## src/rtl/rsenc_pkg.sv

```systemverilog
// shared types, constants and galois field helpers for the reed-solomon encoder
package rsenc_pkg;

    localparam int MAX_EC_BYTES = 32;
    localparam int EC_W         = $clog2(MAX_EC_BYTES + 1);
    localparam int BYTE_W       = 8;
    localparam int LEN_W        = 8;
    localparam int SUM_W        = LEN_W + 1;

    localparam logic [EC_W-1:0]   EC_RESET      = EC_W'(10);
    localparam logic [EC_W-1:0]   EC_MAX        = EC_W'(MAX_EC_BYTES);
    localparam logic [LEN_W-1:0]  MAX_CODEWORD  = LEN_W'(255);
    // low byte of x^8 + x^4 + x^3 + x^2 + 1
    localparam logic [BYTE_W-1:0] FIELD_POLY_LO = 8'h1D;

    typedef logic [BYTE_W-1:0] byte_t;
    typedef logic [MAX_EC_BYTES-1:0][BYTE_W-1:0] byte_vec_t;

    // generator state seen by the datapath; coef[j] is g[j+1]
    typedef struct packed {
        logic            busy;
        logic [EC_W-1:0] n;
        byte_vec_t       coef;
    } gen_info_t;

    // request to load a finished message into the output buffer
    typedef struct packed {
        logic            load;
        logic            err;
        logic [EC_W-1:0] count;
        byte_vec_t       bytes;
    } obuf_load_t;

    function automatic byte_t gf_mul2(input byte_t x);
        gf_mul2 = {x[BYTE_W-2:0], 1'b0} ^ (x[BYTE_W-1] ? FIELD_POLY_LO : '0);
    endfunction

    function automatic byte_t gf_mul(input byte_t a, input byte_t b);
        byte_t x;
        byte_t acc;
        x   = a;
        acc = '0;
        for (int i = 0; i < BYTE_W; i++)
        begin
            if (b[i])
            begin
                acc = acc ^ x;
            end
            x = gf_mul2(x);
        end
        gf_mul = acc;
    endfunction

endpackage

```

## src/rtl/rsenc_gen.sv

```systemverilog
// generator polynomial builder: one root multiplied in per cycle
module rsenc_gen (
    input  logic                          clk,
    input  logic                          rst_n,
    input  logic                          cfg_we,
    input  logic [rsenc_pkg::EC_W-1:0]    cfg_wdata,
    output rsenc_pkg::gen_info_t          info
);
    import rsenc_pkg::*;

    byte_vec_t       coef_reg;
    byte_vec_t       coef_next;
    byte_t           root_reg;
    logic [EC_W-1:0] step_reg;
    logic [EC_W-1:0] n_reg;
    logic            busy;
    logic            wdata_ok;

    assign busy     = step_reg != n_reg;
    assign wdata_ok = (cfg_wdata != '0) && (cfg_wdata <= EC_MAX);

    // multiply g(x) by (x + root): all coefficients in parallel
    always_comb
    begin
        coef_next[0] = coef_reg[0] ^ root_reg;
        for (int j = 1; j < MAX_EC_BYTES; j++)
        begin
            coef_next[j] = coef_reg[j] ^ gf_mul(coef_reg[j-1], root_reg);
        end
    end

    always_ff @(posedge clk or negedge rst_n)
    begin
        if (!rst_n)
        begin
            coef_reg <= '0;
            root_reg <= byte_t'(1);
            step_reg <= '0;
            n_reg    <= EC_RESET;
        end
        else if (cfg_we)
        begin
            coef_reg <= '0;
            root_reg <= byte_t'(1);
            step_reg <= '0;
            // an out-of-range count is kept as zero: every message errors
            n_reg    <= wdata_ok ? cfg_wdata : '0;
        end
        else if (busy)
        begin
            coef_reg <= coef_next;
            root_reg <= gf_mul2(root_reg);
            step_reg <= step_reg + EC_W'(1);
        end
    end

    assign info.busy = busy;
    assign info.n    = n_reg;
    assign info.coef = coef_reg;

`ifndef NO_ASSERTIONS
    a_step_bound: assert property (@(posedge clk) disable iff (!rst_n)
        step_reg <= n_reg)
        else $error("generator step ran past count");
`endif

endmodule

```

## config.mk

```make
export PLATFORM = sky130hd
export DESIGN_NAME = rsenc_gen
export DESIGN_NICKNAME = d
export VERILOG_FILES = /design/src/rtl/rsenc_pkg.sv /design/src/rtl/rsenc_gen.sv
export SDC_FILE = /design/constraint.sdc
export NUM_CORES = 2
export LEC_CHECK = 0
export ABC_AREA = 1
export BUFFER_PORTS_ARGS = -buffer_cell sky130_fd_sc_hd__buf_2
export CORE_UTILIZATION = 50
export DETAILED_ROUTE_END_ITERATION = 12
export PLACE_DENSITY = 0.75
export REMOVE_ABC_BUFFERS = 1
export SYNTH_ARGS = -nofsm -noshare
export SYNTH_HDL_FRONTEND = slang
export SYNTH_SLANG_ARGS = --single-unit
```

## constraint.sdc

```tcl
create_clock -name clk -period 3.43 [get_ports clk]
set_input_delay 0.1715 -clock clk [delete_from_list [all_inputs] [get_ports clk]]
set_output_delay 0.1715 -clock clk [all_outputs]
set_load 0.05 [all_outputs]
```

==> results.py <==
metrics = {
    "clocking": {
        "clk_pin_slew_ns": 0.06,
        "cts_buffers": 45,
        "cts_num_sinks": 276,
        "tritoncts": "built",
        "ctsRootBufferMaster": "clkbuf_16",
        "insertion_delay_ns": 0.64,
        "cts_max_path_buffers": 3,
        "htree_levels": 2,
    },
    "sta": {
        "finalHoldViolCount": 0,
        "final_max_slew_viol_count": 0,
        "setup_viol": 0,
        "fin_crit_sh": 0.9437,
        "fin_skew_ns": 0.01851,
        "grt_setup_unrepaired": "no",
        "fin_ws_ns": 0.1932,
        "relSlewSlack": 0.2994,
        "finalSetupTns_ns": 0,
        "min_period_ns": 3.237,
        "fmax_ghz": 0.3089,
        "worst_slew_pin_slew_ns": 1.051,
    },
    "global_route": {
        "overflow": 0,
        "grt_usage": 0.3175,
        "grt_pass1_vias": 54280,
        "grt_first_pass_wirelength_um": 280000,
        "grt_max_degree": 142,
        "antenna_found_initial": 1,
    },
    "synth": {
        "yosysUniqueCellTypes": 42,
        "ys.flop_type": "dfrtp_1",
        "synth.ff_latch_count": 276,
        "yosysWarnings": 0,
        "synth_edf_count": 0,
        "netlist_instances": 9731,
        "seq_area_frac_synth": 0.1301,
        "syn-cell-area_um2": 53110,
        "avgSynthCellArea_um2": 5.458,
        "synth_area_leaders": "nand2_1 28%, dfrtp_1 13%, xor2_1 12%, xnor2_1 10%, nand3_1 8.5%",
        "synthTopCellsByCount": "3,955 x nand2_1, 1,061 x nor2_1, 976 x inv_1",
        "synth.most_common_cell": "nand2_1",
        "async_flop_share": 1.000,
        "yosysTopAreaCellShare": 0.2795,
        "yosys.area.top_type": "nand2_1",
    },
    "critical_path": {
        "cp-endpoint": "info[262]",
        "r2r_cells": 10,
        "worstPathRequired_ns": 3.26,
        "cp-end-kind": "output pin",
        "startpoint_type": "flip-flop",
        "rr_endpoint": "info[141]",
        "path_class": "flip-flop to output pin",
        "rrSetupSlack_ns": 0.68,
        "cp.arrival_ns": 3.07,
        "r2r-start": "root_reg[6]",
        "cp_max_fo": 67,
        "cp-startpoint": "n_reg[1]",
    },
    "cells_and_area": {
        "drive_above_1_share": 0.06384,
        "largest_register_ff_count": 256,
        "final_cell_area_um2": 56580,
        "area_delta_synth_final_pct": 6.530,
        "fillCellCount": 10580,
        "nets": 9708,
        "n_antenna_cell": 0,
    },
    "floorplan": {
        "dieArea_um2": 107500,
        "io_pins": 272,
        "initial_core_util": 0.5045,
        "die_h_um": 327.9,
        "core_area_um2": 105300,
        "row_count": 119,
        "die_x_um": 327.9,
    },
    "min_path": {
        "hp-class": "input pin to flip-flop",
    },
    "detailed_routing": {
        "vias": 59130,
        "drc": 0,
        "ant_nets": 0,
        "drt_iter0_markers": 5212,
        "drtPass1Iterations": 8,
        "totalWireLength_um": 174900,
        "wire_per_inst_um": 15.73,
        "via_per_inst": 5.318,
    },
    "run": {
        "cap_violations": 0,
    },
    "placement": {
        "dp_hpwl_um": 117300,
        "globalplace.congestion": 0.9175,
        "post-place-ws_ns": 0.6021,
        "portBuffers": 271,
        "place_area_um2": 55010,
    },
    "power_and_ir_drop": {
        "powerDensity_nw_per_um2": 868.5,
        "ir_worst_vdd_v": 0.0005840,
        "p_leak_nw": 28.01,
    },
    "status": {
        "status": "completed",
    },
}
## report_power, final
| group | leakage, nW | switching, W | total (W) | internal (W) |
|---|---|---|---|---|
| clock network | 0.706 | 0.00198 | 0.00475 | 0.00277 |
| registers | 3.79 | 0.00314 | 0.00742 | 0.00428 |
| logic | 23.5 | 0.0262 | 0.0370 | 0.0108 |
## what timing repair did
item	CTS	global route
resized for setup	1	0
setup buffers	0	0
endpoints found under the setup margin	1	0
hold buffers	13	0
endpoints found under the hold margin	72	0
## per-stage QoR
| stage | hold slack [ns] | cells | power, W | util |
|---|---|---|---|---|
| final | 0.03683 | 11120 | 0.04914 | 0.5375 |
| after floorplan | -0.1241 | 9280 | 0.03462 | - |
| after global placement | 0.2329 | 11030 | 0.04311 | 0.5225 |
| after global routing | 0.09612 | 11120 | 0.05360 | 0.5375 |
| after CTS | 0.01563 | 11120 | 0.04874 | 0.5375 |
| after detailed placement | 0.2330 | 11030 | 0.04377 | 0.5225 |
## layout make-up
class                      instances  area, µm²  share of cell area
multi-input combinational       7991      40100              0.7088
sequential                       276       6940              0.1227
inverter                        1013       3850             0.06805
timing repair buffer             370       2509             0.04434
tap                             1391       1740             0.03076
clock buffer                      63       1304             0.02304
clock inverter                    15      135.1            0.002388
## critical path, stage by stage (launching register included)
cell and delay [ns]:
dfstp_2 0.54, nand2_1 0.06, nand4_1 0.09, nor4_1 0.08, nand2_4 0.12, buf_4 0.53
buf_6 0.59, buf_2 0.38
## worst min-delay path by stage
| stage | cells past startpoint | endpoint | slack, ns | from |
|---|---|---|---|---|
| floorplan | 0 | info[0] | -0.12 | rst_n |
| global placement | 1 | info[144] | 0.23 | rst_n |
| detailed placement | 1 | info[144] | 0.23 | rst_n |
| global route | 2 | n_reg[5] | 0.1 | cfg_we |
| CTS | 2 | n_reg[0] | 0.02 | cfg_we |
| finish | 2 | n_reg[0] | 0.04 | cfg_we |
## cells in the final DEF (no fill, tap or decap), types with 5 or more instances in the layout
cell           netlist  layout
inv_2               29      27
nand3b_1            70      70
clkinv_2             4      13
or2_2               28      28
xnor2_2             29      29
nor2_1            1061    1060
o21ai_0            146     146
o21bai_1            10      10
nand3_1            897     897
buf_2              211     270
and2_1              30      30
inv_1              976     971
clkbuf_16            0      45
buf_12               0      29
xor2_2              21      21
xnor2_1            610     610
inv_6                0       5
o22ai_1             10      10
xor2_1             746     746
dfrtp_1            273     266
dlygate4sd3_1        0      13
nand2_1           3955    3954
clkbuf_1            99       7
o21ai_1             36      36
clkbuf_8             0      11
dfrtp_4              0       7
a21oi_1            119     119
or2_1               13      13
buf_4               46      56
a21o_1               6       6
nor3_1              16      16
nand2_2             56      56
nand4_1            108     108
o211ai_1             7       7
## routing by layer
layer | wire length [µm] | up-vias | global-route usage
met5 | 0 | - | 0
met4 | 6876 | 0 | 0.1365
met3 | 15880 | 440 | 0.04885
met2 | 79400 | 2361 | 0.5329
met1 | 72770 | 26850 | 0.4016
li1 | - | 29470 | -
## logic make-up (layout without fill, tap and decap cells)
logic type                 Yosys count  after routing  share of synthesized area
adders and majority gates            2              2                  0.0004711
AOI/OAI and AO/OA                  336            336                    0.03308
buffers and inverters             1464           1461                     0.1151
DFF                                276            276                     0.1301
xor gates and xnor gates          1413           1413                     0.2422
and+or+nand+nor                   6240           6240                     0.4790
Note: power is estimated with default switching activity, not from simulation.
