**src/rtl/rsenc_pkg.sv**
```systemverilog
// shared types, constants and galois field helpers for the reed-solomon encoder
package rsenc_pkg;

    localparam int MAX_EC_BYTES = 32;
    localparam int EC_W         = $clog2(MAX_EC_BYTES + 1);
    localparam int BYTE_W       = 8;
    localparam int LEN_W        = 8;
    localparam int SUM_W        = LEN_W + 1;

    localparam logic [EC_W-1:0]   EC_RESET      = EC_W'(10);
    localparam logic [EC_W-1:0]   EC_MAX        = EC_W'(MAX_EC_BYTES);
    localparam logic [LEN_W-1:0]  MAX_CODEWORD  = LEN_W'(255);
    // low byte of x^8 + x^4 + x^3 + x^2 + 1
    localparam logic [BYTE_W-1:0] FIELD_POLY_LO = 8'h1D;

    typedef logic [BYTE_W-1:0] byte_t;
    typedef logic [MAX_EC_BYTES-1:0][BYTE_W-1:0] byte_vec_t;

    // generator state seen by the datapath; coef[j] is g[j+1]
    typedef struct packed {
        logic            busy;
        logic [EC_W-1:0] n;
        byte_vec_t       coef;
    } gen_info_t;

    // request to load a finished message into the output buffer
    typedef struct packed {
        logic            load;
        logic            err;
        logic [EC_W-1:0] count;
        byte_vec_t       bytes;
    } obuf_load_t;

    function automatic byte_t gf_mul2(input byte_t x);
        gf_mul2 = {x[BYTE_W-2:0], 1'b0} ^ (x[BYTE_W-1] ? FIELD_POLY_LO : '0);
    endfunction

    function automatic byte_t gf_mul(input byte_t a, input byte_t b);
        byte_t x;
        byte_t acc;
        x   = a;
        acc = '0;
        for (int i = 0; i < BYTE_W; i++)
        begin
            if (b[i])
            begin
                acc = acc ^ x;
            end
            x = gf_mul2(x);
        end
        gf_mul = acc;
    endfunction

endpackage

```
**src/rtl/rsenc_if.sv**
```systemverilog


interface rsenc_out_if;
    import rsenc_pkg::*;

    logic  valid;
    logic  ready;
    byte_t check_byte;
    logic  last_check;
    logic  length_error;

    modport source (output valid, output check_byte, output last_check,
                    output length_error, input ready);
    modport sink (input valid, input check_byte, input last_check,
                  input length_error, output ready);
endinterface

```
**src/rtl/rsenc_obuf.sv**
```systemverilog
// output buffer that shifts out the check bytes of one message
module rsenc_obuf (
    input  logic                          clk,
    input  logic                          rst_n,
    input  rsenc_pkg::obuf_load_t         load,
    output logic                          free,
    rsenc_out_if.source                   ecc
);
    import rsenc_pkg::*;

    byte_vec_t       buf_reg;
    logic [EC_W-1:0] rem_reg;
    logic            err_reg;
    logic            take;

    assign ecc.valid        = rem_reg != '0;
    assign ecc.check_byte   = buf_reg[0];
    assign ecc.last_check   = rem_reg == EC_W'(1);
    assign ecc.length_error = err_reg;

    assign take = ecc.valid && ecc.ready;
    assign free = (rem_reg == '0) || ((rem_reg == EC_W'(1)) && ecc.ready);

    always_ff @(posedge clk or negedge rst_n)
    begin
        if (!rst_n)
        begin
            rem_reg <= '0;
            err_reg <= 1'b0;
        end
        else if (load.load)
        begin
            rem_reg <= load.count;
            err_reg <= load.err;
        end
        else if (take)
        begin
            rem_reg <= rem_reg - EC_W'(1);
        end
    end

    always_ff @(posedge clk)
    begin
        if (load.load)
        begin
            buf_reg <= load.bytes;
        end
        else if (take)
        begin
            for (int i = 0; i < MAX_EC_BYTES - 1; i++)
            begin
                buf_reg[i] <= buf_reg[i+1];
            end
            buf_reg[MAX_EC_BYTES-1] <= '0;
        end
    end

`ifndef NO_ASSERTIONS
    a_load_free: assert property (@(posedge clk) disable iff (!rst_n)
        load.load |-> free)
        else $error("check bytes loaded over a busy buffer");
    a_rem_bound: assert property (@(posedge clk) disable iff (!rst_n)
        rem_reg <= EC_MAX)
        else $error("remaining count above maximum");
`endif

endmodule

```
**src/flat_wrapper.sv**
```systemverilog
// flat-port wrapper written by rule: the top's interface ports become plain ports
module rsenc_obuf_flat import rsenc_pkg::*;
  (clk, rst_n, load, free, ecc_valid, ecc_check_byte, ecc_last_check, ecc_length_error, ecc_ready);
  rsenc_out_if ecc_i ();
  input  logic clk;
  input  logic rst_n;
  input  rsenc_pkg::obuf_load_t load;
  output logic free;
  output wire logic [$bits(ecc_i.valid)-1:0] ecc_valid;
  output wire logic [$bits(ecc_i.check_byte)-1:0] ecc_check_byte;
  output wire logic [$bits(ecc_i.last_check)-1:0] ecc_last_check;
  output wire logic [$bits(ecc_i.length_error)-1:0] ecc_length_error;
  input wire logic [$bits(ecc_i.ready)-1:0] ecc_ready;
  assign ecc_valid = ecc_i.valid;
  assign ecc_check_byte = ecc_i.check_byte;
  assign ecc_last_check = ecc_i.last_check;
  assign ecc_length_error = ecc_i.length_error;
  assign ecc_i.ready = ecc_ready;
  rsenc_obuf u_core (.clk(clk), .rst_n(rst_n), .load(load), .free(free), .ecc(ecc_i));
endmodule
```
**config.mk**
```make
export PLATFORM = sky130hd
export DESIGN_NAME = rsenc_obuf_flat
export DESIGN_NICKNAME = d
export VERILOG_FILES = /design/src/rtl/rsenc_pkg.sv /design/src/rtl/rsenc_if.sv /design/src/rtl/rsenc_obuf.sv /design/src/flat_wrapper.sv
export SDC_FILE = /design/constraint.sdc
export NUM_CORES = 1
export LEC_CHECK = 0
export BUFFER_PORTS_ARGS = -buffer_cell sky130_fd_sc_hd__buf_2
export CAP_MARGIN = 0
export CORE_MARGIN = 8
export CORE_UTILIZATION = 40
export CTS_CLUSTER_DIAMETER = 120
export CTS_CLUSTER_SIZE = 28
export DETAILED_ROUTE_END_ITERATION = 8
export PLACE_DENSITY = 0.69
export SLEW_MARGIN = 20
export SYNTH_ARGS = -nofsm -noshare
export SYNTH_HDL_FRONTEND = slang
export SYNTH_SLANG_ARGS = --single-unit
```
**constraint.sdc**
```tcl
create_clock -name clk -period 16.1 [get_ports clk]
set_input_delay 3.22 -clock clk [delete_from_list [all_inputs] [get_ports clk]]
set_output_delay 3.22 -clock clk [all_outputs]
set_load 0.005 [all_outputs]
```
==> run summary <==
Synthesized cell area -> 0.01123 mm²
Cts repair resizes -> 0
Synth Instances -> 606
Yosys synthesis warning count -> 0
Via-per-instance ratio -> 4.829
Max Slew Vio Count -> 0
Pre-CTS WS -> 9.191 ns
Worst clock skew -> 0.02474 ns
Sequential area share after synthesis -> 70.03%
Core region area -> 0.02771 mm²
Gr ovfl total -> 0
Tmin final -> 6.911 ns
DR iter-0 viols -> 329
PortBufs -> 278
Worst r2r src -> u_core.rem_reg[0]$_DFFE_PN0P_
Clock sinks -> 263
RSZ-0062 raised after global routing -> no
Flops & latches, synth -> 263
Die area -> 0.03369 mm²
Max reg flops -> 248
Maximum vdd drop -> 0.0001007 V
RR Endpoint -> u_core.buf_reg[85]$_DFFE_PP_
Max_cap viols -> 0
Worst Hold Class -> flip-flop to flip-flop
Worst-margin pin slew -> 1.065 ns
Element type at the critical path end -> output port
Post-Syn Nets -> 875
Hold path startpoint -> u_core.ecc.length_error$_DFFE_PN0P_
Static Leak -> 5.115 nW
Layout Nets -> 1,133
Wire length per cell -> 18.30 µm
WL final -> 22,850 µm
Max frequency -> 144.7 MHz
Reg2Reg Setup Slack -> 12.35 ns
Critical path type -> input pin to output port
Hold Buf Count CTS -> 0
# rows -> 61
CP arrival -> 3.69 ns
Commonest non-fill, non-tap cells in the layout -> buf_2 (277), edfxtp_1 (256), mux2_2 (249)
Total GRT Usage -> 12.73%
Largest net degree at the start of global routing -> 130
Vias in the first global route -> 6,386
Synth-to-Final Area Change -> 18.48%
Pwr Density -> 103.0 mW/mm²
Worst setup startpoint -> ecc_ready
Antenna-violating nets left -> 0
DRT Pass-1 Iters -> 4
Outcome -> finished clean
Routability-driven placement congestion ratio -> 0.7502
Most used DFF post-synth -> edfxtp_1
Type of origin of the critical path -> input pin
Initial Util -> 40.52%
Slew headroom -> 29.03%
Layout cells sized above 1 -> 63.63%
# Post-CTS Setup Buffers -> 0
Mapped Avg Cell Area -> 18.53 µm²
Root buf cell -> clkbuf_16
Sum of negative setup slack -> 0 ns
CTS tree -> done
CTS Buffer Depth -> 3
Post-DP HPWL -> 16,210 µm
CTS Buf Count -> 13
Post-route setup slack -> 9.189 ns
Setup-failing EPs final -> 0
Hold Vio Cnt, Final -> 0
Critical Path RT -> 12.88 ns
FF-to-FF path depth -> 6
Clock slew at reported path FFs -> 0.11 ns
Setup crit end -> free
First-pass GRT wire length -> 33,970 µm
Initial antenna violation count -> 14
Skew-Pair Late Insertion Delay -> 0.48 ns
IO Count -> 279
Commonest non-fill, non-tap cell in the layout -> buf_2
Drt drc -> 0
Asr flop ratio synth -> 2.662%
Die Height -> 183.5 µm
Final period utilization -> 42.92%
Vias -> 6,032
Die X -> 183.5 µm
Worst-path maximum fanout -> 11
Post-synth EDFFs -> 256
Distinct cells, synth -> 33
H-tree levels -> 1
[worst min-delay path by stage]
| stage | end | slack, ns | depth (start not counted) |
|---|---|---|---|
| after CTS | u_core.ecc.length_error$_DFFE_PN0P_ | 0.53 | 1 |
| after global routing | u_core.buf_reg[229]$_DFFE_PP_ | 0.55 | 1 |
| after global placement | u_core.ecc.length_error$_DFFE_PN0P_ | 0.49 | 1 |
| after floorplan | u_core.ecc.length_error$_DFFE_PN0P_ | 0.51 | 1 |
| final | u_core.ecc.length_error$_DFFE_PN0P_ | 0.52 | 1 |
| after detailed placement | u_core.ecc.length_error$_DFFE_PN0P_ | 0.51 | 1 |
[cell families (layout without fill, tap and decap cells)]
logic type / Yosys count / count (layout) / share of synthesized area, %
mux: 250 / 250 / 25.06
fa+ha+maj: 2 / 2 / 0.2229
other cells: 0 / 5 / 0
compound gates: 16 / 16 / 0.9140
flops: 263 / 263 / 70.03
buf+inv: 43 / 303 / 2.006
simple gates: 32 / 32 / 1.761
[layer usage]
metal	GRT usage [%]	vias up	part of all wire, %	routed length [µm]
li1	-	2870	-	-
met5	0.5917	-	0.50	115
met4	2.733	18	1.8	421
met2	21.15	200	47	10690
met1	15.34	2909	41	9387
met3	5.138	35	9.8	2236
[synth_stat cells, drive strengths merged (2+ instances only)]
| cell | number | area, µm² |
|---|---|---|
| o21ai | 3 | 15.01 |
| edfxtp | 256 | 7687 |
| a211o | 2 | 18.77 |
| dfrtp | 7 | 175.2 |
| mux2 | 249 | 2804 |
| nor3 | 2 | 10.01 |
| nor2b | 2 | 12.51 |
| inv | 3 | 11.26 |
| a21oi | 6 | 30.03 |
| nor3b | 2 | 15.01 |
| nor2 | 3 | 11.26 |
| nand2 | 5 | 18.77 |
| clkbuf | 5 | 18.77 |
| ha | 2 | 25.02 |
| and2 | 9 | 56.30 |
| buf | 35 | 195.2 |
| or4 | 2 | 18.77 |
[area by class of cell]
type / instances / area (µm²)
well taps: 378 / 473.0
flip-flops and latches: 263 / 7863
clock buffers: 16 / 336.6
diodes: 5 / 12.51
multi-input cells: 300 / 3147
fillers: 2416 / 14400
repair buffers: 283 / 1439
clock inverters: 1 / 20.02
inverters: 3 / 11.26
[per-stage QoR]
stage	hold WS (ns)	area, µm²	cells	total power (W)	utilization [%]
final	0.5243	13300	1249	0.001370	48.01
after global routing	0.5526	13300	1248	0.001426	48.00
after CTS	0.5294	13290	1244	0.001390	47.97
after detailed placement	0.5095	12930	1227	0.001030	46.68
after global placement	0.4888	12930	1227	0.001025	46.68
after floorplan	0.5055	11230	606	0.0009765	-
[critical path: stages]
cell	delay (ns)
buf_2	0.15
a21oi_1	0.15
nor2_1	0.05
buf_2	0.12
[report_power, final]
group          internal [W]  total, W  leakage [nW]  switching (W)
logic             0.0000864  0.000147          2.25      0.0000605
clock network      0.000153  0.000359         0.174       0.000206
registers          0.000842  0.000863          2.70      0.0000209
Note: power is estimated with default switching activity, not from simulation.
